[config.mk]
export PLATFORM = sky130hd
export DESIGN_NAME = cbse_ram
export DESIGN_NICKNAME = d
export VERILOG_FILES = /design/src/cbse_ram.sv
export SDC_FILE = /design/constraint.sdc
export NUM_CORES = 1
export LEC_CHECK = 0
export BUFFER_PORTS_ARGS = -buffer_cell sky130_fd_sc_hd__buf_2
export CORE_MARGIN = 2
export CORE_UTILIZATION = 61
export CTS_CLUSTER_DIAMETER = 50
export DETAILED_ROUTE_END_ITERATION = 8
export GPL_TIMING_DRIVEN = 0
export PLACE_DENSITY_LB_ADDON = 0.08
export SETUP_SLACK_MARGIN = 0.15
export SLEW_MARGIN = 20
export SYNTH_ARGS = -nofsm -noshare
export SYNTH_HDL_FRONTEND = slang
export SYNTH_SLANG_ARGS = --single-unit
[constraint.sdc]
create_clock -name clk -period 4.2 [get_ports clk]
set_input_delay 0.63 -clock clk [delete_from_list [all_inputs] [get_ports clk]]
set_output_delay 0.63 -clock clk [all_outputs]
set_load 0.01 [all_outputs]
[src/cbse_ram.sv]
`default_nettype none
// ----------------------------------------------------------------------------
// cbse_ram: generic single-write, single-read RAM
// One write port and one read port with a registered, enabled read.
// ----------------------------------------------------------------------------
module cbse_ram #(
  parameter  int WIDTH = 24,
  parameter  int DEPTH = 16,
  localparam int AW    = (DEPTH > 1) ? $clog2(DEPTH) : 1
) (
  input  wire logic             clk,
  input  wire logic             we,
  input  wire logic [AW-1:0]    waddr,
  input  wire logic [WIDTH-1:0] wdata,
  input  wire logic             re,
  input  wire logic [AW-1:0]    raddr,
  output      logic [WIDTH-1:0] rdata
);

  logic [WIDTH-1:0] mem [DEPTH];

  always_ff @(posedge clk) begin
    if (we) begin
      mem[waddr] <= wdata;
    end
    if (re) begin
      rdata <= mem[raddr];
    end
  end

endmodule : cbse_ram
`default_nettype wire

* Word-level counts from Yosys, hierarchy flattened
Memory sizes are Yosys's and may differ from the RTL's. A register that Yosys moved wholly into a read port is not among the register bits.
Index checks and enable logic that the tools add are counted.
** Word-level totals
- Flip-flop bits (word level) :: 0
- Memory bits (writable) :: 384
- Bits of input ports :: 35
- Logic and storage cells :: 3
- Memories kept :: 1
** Operators by class
- Mux-type cells :: 2
** Memories
- mem :: words 16, bits a word 24, rd ports 1, clocked after memory_dff 1, write ports 1, line 20 : logic [WIDTH-1:0] mem [DEPTH];
** Operators by type and width (number)
- $mux 1 :: 2

* Depth between registers and ports, before layout
Gate-level depths: netlist of run 1.
- Depth after elaboration :: 2
- Gate-level depth with buffers :: 6
- Gate-level depth less buffers :: 3

* Least setup slack after synthesis of run 1
OpenSTA, ideal clock, no wires.
- Path type :: in2reg
- Start :: input port waddr[2]
- End :: memory mem[0][0] (enable)
- Setup time :: 435 ps
- Arrival :: 2812 ps
- Data required time :: 3765 ps
- Setup slack :: 953 ps
- Stages :: 2
- Path buffers :: 0
- Path through :: or3b_2 -> nor3_1
** RTL lines
- start: declaration :: line 13 : input wire logic [AW-1:0] waddr,
- end: declaration :: line 20
Straight into the memory's write port.

* Worst setup path in the final report of run 1
- Start :: input port waddr[2]
- End :: memory mem[0][2] (enable)
Straight into the memory's write port.

==> run metrics, run 1 <==
ys async rst share 0; Hold WC Path Type input port to flop; yosys warns 0; Syn Nets 671; final core utilization 0.728; WHS 0.469 ns; Critical Path Source Type input port; ANT nets after route 0; Hold Vio Cnt, Final 0; clock buffer depth 3; via count 7074; most frequent CP cell buf_4; I/O Pins 59; first-pass GRT wire length 48.0 mm; worst r2r dst rdata[3]; Slew Viols, Final 0; DRC 0; Synth Flop Type edfxtp_1; vias in the first global route 7550; die width 162 um; Iter 0 DRT Violations 813; hold wc startpoint wdata[22]; Die ar. 26100 um2; Slew @ Worst Pin 0.889 ns; Clk pin slew, worst setup/hold paths 0.06 ns; fin worst setup slack 1.84 ns; RR Startpoint mem[8][3]; routed wire length 32.8 mm; Vias/cell 6.33; fmax 424 MHz; # setup viols final 0; EDFF count, synth 408; max_cap viols 0; unrepaired setup endpoints after global routing no; Power, Total 8.77 mW; Port Buffers 56; CORE AREA 24400 um2; Endpoint, Worst Hold mem[1][22]; post-cts resize count 0; Routed wire per std cell 29.4 um; All-Layer GR Usage 0.262; CP max-delay cell or3b_2; TritonCTS Buffers 41; crit path DAT 2.60 ns; die span in y 162 um; synthesized instance count 636; hold path depth 1; critical path type input port to flop; slowest stage delay, CP 0.59 ns; R2R cell count 3; HPWL Detailed 20.0 mm; initial antenna violation count 0; Post-DP Area 16400 um2; H-tree depth reported by CTS 2; Worst Skew 0.00873 ns; synth unique cells 15; Post-CTS Setup Inserts 0; Yosys reg bits 408; hold_buf cts 0; Slew Limit Headroom 0.408; CTS Sinks 408; gr ovfl total 0; Final period util 0.562; nets 794; Worst setup EP type flop; outcome finished, final reports clean; CP Data Required Time 4.44 ns; leakage power 5.74 nW; routability congestion estimate 0.760; minimum clock period 2.36 ns; clock root cell clkbuf_16; DR pass1 iterations 5; worst-path fanout max 8; Mapped Area 15200 um2; P per Cell Area 494 nW/um2; CTS tree built; Placement Setup Slack 1.25 ns; post-route cell area 17800 um2; Reg2Reg Setup Slack 2.71 ns; largest net degree at the start of global routing 25; layout cells sized above 1 0.343; syn_area_per_cell 23.9 um2; worst skew pair latency 0.53 ns; Initial Util 0.622; maximum VDD drop 0.375 mV; row cnt 57; P&R area growth vs syn 17.1%; register area share after synthesis 0.808; worst path cell trace buf_2 > or3b_2 > nor3_2 > buf_4 > buf_4 > buf_6
## sequential cells by signal (all words and copies together), names as in the netlist
register	cells
rdata	24
mem	384
## cells by family (layout without fill, tap and decap cells)
family,count (synthesis),after routing,share of synthesized area
flops,408,408,0.808
mux,96,96,0.143
simple gates,51,51,0.0147
compound gates,48,48,0.0238
buf+inv,33,189,0.0115
other cells,0,1,0
## cells in the final DEF, fill, tap and decap left out, drive strengths merged
master and n:
inv 2, nand3b 2, clkbuf 62, nand2 25
nor3 4, a22oi 48, nor2 13, diode 1
nand2b 2, clkinv 20, and2 1, buf 95
clkinvlp 4, nand3 1, nor2b 2, or3b 1
bufinv 6, edfxtp 408, mux4 96
## Yosys cell counts, types with 2 or more instances
cell type	count	area, um2
nor2_1	13	48.8
nand2b_1	2	12.5
buf_2	10	50.1
nand3b_1	2	15.0
buf_6	5	56.3
nor3_1	4	20.0
clkbuf_1	18	67.6
nor2b_1	2	12.5
mux4_2	96	2160
nand2_1	25	93.8
edfxtp_1	408	12300
a22oi_1	48	360
## stage by stage
step           TNS, ns  instances
6_report             0       1117
5_1_grt              0       1116
4_1_cts              0       1116
3_5_place_dp         0       1040
3_3_place_gp    -79.90       1016
2_1_floorplan        0        636
## critical path: cells and delay by family
kind / cells / cell delay (ns)
AND/OR/NAND/NOR: 2 / 1.14
buffers and inverters: 4 / 0.81
## power by group
group	switching [mW]	internal [mW]	total (mW)
registers	0.0230	4.59	4.61
clock network	1.50	2.24	3.73
logic	0.255	0.171	0.426
total	1.77	6.99	8.77
## routing by layer
| layer | wire length (um) | GRT usage |
|---|---|---|
| met1 | 12400 | 0.334 |
| met2 | 17700 | 0.475 |
| met3 | 1920 | 0.0358 |
| met4 | 825 | 0.0817 |
| met5 | 0 | 0 |
## worst max-delay path by stage
stage             start          to  slack, ns  depth (start not counted)
3_5_place_dp   waddr[2]  mem[0][23]       1.25                          6
4_1_cts        waddr[2]  mem[0][23]       1.79                          6
5_1_grt        waddr[2]   mem[0][6]       1.77                          6
6_report       waddr[2]   mem[0][2]       1.84                          6
3_3_place_gp   waddr[2]  mem[0][23]      -1.24                          3
2_1_floorplan  waddr[2]   mem[0][0]       0.95                          2
## area by class of cell
| class | count | area [um2] |
|---|---|---|
| Multi-Input combinational cell | 195 | 2860 |
| Timing Repair Buffer | 80 | 678 |
| Fill cell | 1426 | 6630 |
| Clock inverter | 32 | 318 |
| Sequential cell | 408 | 12300 |
| Antenna cell | 1 | 2.50 |
| Clock buffer | 44 | 1080 |
| Tap cell | 324 | 405 |
| Buffer | 33 | 174 |
No activity file was read; power rests on OpenSTA's default activity.
==> run 2, diff against run 1 <==
Settings changed: ABC_AREA from default to 1, CORE_UTILIZATION 61 to 56.
Clock period 4.2 ns to 1.9 ns, I/O delays scaled along.
==> run 2 against run 1 <==
  * Global-route usage up 3.5 points
  * Core utilization down 7.8 points
  * Worst setup slack worse by 1.6 ns
  * Power up 120%
  * Clock power up 110%
  * Hold slack worse by 0.31 ns
  * Area after synthesis up 13%
  * Register-to-register slack worse by 2.1 ns
  * Flip-flop and latch count unchanged
  * Synthesized cell count rose to 2.5 times the previous value
  * Wire length up 39%
  * Critical path type unchanged
  * Critical endpoint is now rdata[8]
  * Largest cell class unchanged
==> run metrics, run 2 <==
via count 11504 (+63%); Iter 0 DRT Violations 1124 (+38%); largest cells by area after synthesis edfxtp_1, nand2_1, nand3_1, inv_1, buf_2; final setup TNS 0 ns (unchanged); first-pass GRT wire length 67.8 mm (+41%); fin worst setup slack 0.263 ns (-1.58 ns); layout cells sized above 1 0.117 (-0.226); top post-synthesis cells by count nand2_1, edfxtp_1, inv_1; die width 179 um (+11%); syn_area_per_cell 10.8 um2 (-55%); DR pass1 iterations 5 (unchanged); max_cap viols 0 (unchanged); largest net degree at the start of global routing 25 (unchanged); CTS Sinks 408 (unchanged); TritonCTS Buffers 42 (+2.4%); Synth Flop Type edfxtp_1; yosys warns 0 (unchanged); worst-path fanout max 10 (+2); Post-CTS Setup Inserts 0 (unchanged); Placement Setup Slack -0.331 ns (-1.58 ns); Hold WC Path Type input port to flop; Mapped Area 17200 um2 (+13%); synth unique cells 11 (-4); placed cell count 2065 (+99%); maximum VDD drop 1.09 mV (+190%); Final period util 0.862; synthesized instance count 1597 (+150%); clock power share 0.403 (-0.023); Slew Limit Headroom 0.418 (+0.0105); outcome finished, final reports clean; Combinational Power Share 0.070 (+0.021); Worst setup EP type flop; vias in the first global route 11095 (+47%); gr ovfl total 0 (unchanged); fmax 611 MHz; Slew @ Worst Pin 0.873 ns (-0.0158 ns); CTS tree built; die span in y 179 um (+11%); sw frac 0.222 (+0.0196); most common cell in the netlist nand2_1; Vias/cell 5.38 (-15%); crit path DAT 1.90 ns (-0.70 ns); Hold Vio Cnt, Final 0 (unchanged); Pint 15.0 mW (+120%); # setup viols final 0 (unchanged); HPWL Detailed 30.0 mm (+50%); Routed wire per std cell 21.4 um (-27%); Die ar. 32100 um2 (+23%); Initial Util 0.565 (-0.0570); Worst Skew 0.0163 ns (+0.00759 ns); FF/Latch Area 12300 um2 (unchanged); Clk pin slew, worst setup/hold paths 0.06 ns (about the same); critical path type input port to flop; Largest register FFs 384 (unchanged); CORE AREA 30400 um2 (+25%); Syn Nets 1632 (+140%); clock buffer depth 3 (unchanged); Non-Filler Instances 2140 (+92%); ANT nets after route 0 (unchanged); unrepaired setup endpoints after global routing no; dominant cell type by area after synthesis edfxtp_1; worst skew pair latency 0.54 ns (about the same); most common cell after layout, fill and taps aside nand2_1; Yosys reg bits 408 (unchanged); commonest cells after routing, fill and taps aside nand2_1, edfxtp_1, inv_1, nand3_1, buf_2; I/O Pins 59 (unchanged); clock root cell clkbuf_16; routability congestion estimate 0.835 (+9.9%); minimum clock period 1.64 ns; Power, Total 19.3 mW (+120%); All-Layer GR Usage 0.297 (+0.0354); Fillers 2339 (+64%); H-tree depth reported by CTS 2 (unchanged); Critical Path Source Type input port; Seq pwr share 0.527 (about the same); leakage power 8.44 nW (+47%); register area share after synthesis 0.713 (-0.0949); Port Buffers 56 (unchanged); CP Data Required Time 2.16 ns (-2.28 ns); P per Cell Area 977 nW/um2 (+98%); Biggest register mem; nets 1748 (+120%); row cnt 64 (+12%); area of the multi-input gates 3560 um2 (+25%); share of the synthesized area in the top cell type 0.713 (-0.0949); sw power 4.29 mW (+140%); Largest regs mem: 384 flops, rdata: 24 flops; EDFF count, synth 408 (unchanged); ys async rst share 0 (unchanged); DRC 0 (unchanged); initial antenna violation count 1 (+1); routed wire length 45.8 mm (+39%); Slew Viols, Final 0 (unchanged); P&R area growth vs syn 15.2%
==> run 2: changes by cell type in the layout (fill, tap and decap cells not counted), moves of 5 or more <==
| cell | previous run | this run |
|---|---|---|
| buf_2 | 66 | 100 |
| buf_4 | 8 | 14 |
| buf_16 | 7 | 12 |
| a22oi_1 | 48 | 0 |
| mux4_2 | 96 | 0 |
| nand3_1 | 1 | 289 |
| inv_1 | 0 | 292 |
| buf_6 | 9 | 0 |
| nand2_1 | 25 | 509 |
| buf_1 | 0 | 7 |
==> run 2: cells by family (layout without fill, tap and decap cells) <==
group / count (synthesis) / in the layout / synth area share
and+or+nand+nor: 817 / 817 / 0.200
DFF: 408 / 408 / 0.713
buffers and inverters: 372 / 518 / 0.0875
other: 0 / 1 / 0
==> run 2: cell type report <==
cell class                      instances  share of cell area
Sequential cell                       408               0.619
Antenna cell                            1            0.000126
Tap cell                              396              0.0250
Clock buffer                           52              0.0582
Clock inverter                         22             0.00746
Multi-Input combinational cell        817               0.180
Timing Repair Buffer                   72              0.0349
Inverter                              294              0.0557
Buffer                                 78              0.0203
==> run 2: final timing paths <==
check,startpoint,endpoint,slack (ns),depth (start not counted)
min reg2reg,mem[6][0],rdata[0],0.77,6
max,raddr[2],rdata[8],0.26,6
min,wdata[23],mem[8][23],0.15,1
max reg2reg,mem[10][21],rdata[21],0.62,6
==> run 2: critical path, cell delays in order <==
cell and delay [ns]:
buf_2 0.14, buf_2 0.28, buf_1 0.61, nand3_1 0.20, nand3_1 0.23, nand2_1 0.13
==> run 2: metrics by stage <==
| stage | area, um2 | hold WS [ns] | util |
|---|---|---|---|
| after floorplan | 17200 | 0.384 | - |
| after global placement | 18000 | 0.690 | 0.591 |
| after detailed placement | 18500 | 0.694 | 0.608 |
| after CTS | 19800 | 0.133 | 0.651 |
| after global routing | 19800 | 0.154 | 0.651 |
| final | 19800 | 0.155 | 0.651 |
==> run 2: power by group through the flow <==
stage / Combinational [mW] / Sequential (mW) / Clock [mW]
floorplan: 0.660 / 10.4 / 0
global placement: 1.27 / 10.4 / 0
detailed placement: 1.35 / 10.4 / 0
CTS: 1.35 / 10.2 / 7.86
global route: 1.48 / 10.2 / 8.18
finish: 1.36 / 10.2 / 7.79
==> run 2: timing repair <==
action	CTS	global route
endpoints found under the setup margin	0	1
endpoints found under the hold margin	0	0
gates resized for setup	0	1
hold buffers	0	0
==> run 2: per-layer routing <==
layer	wire (um)	track usage
met5	0	0
met3	3930	0.0375
met1	18400	0.415
met4	1530	0.107
met2	21900	0.484
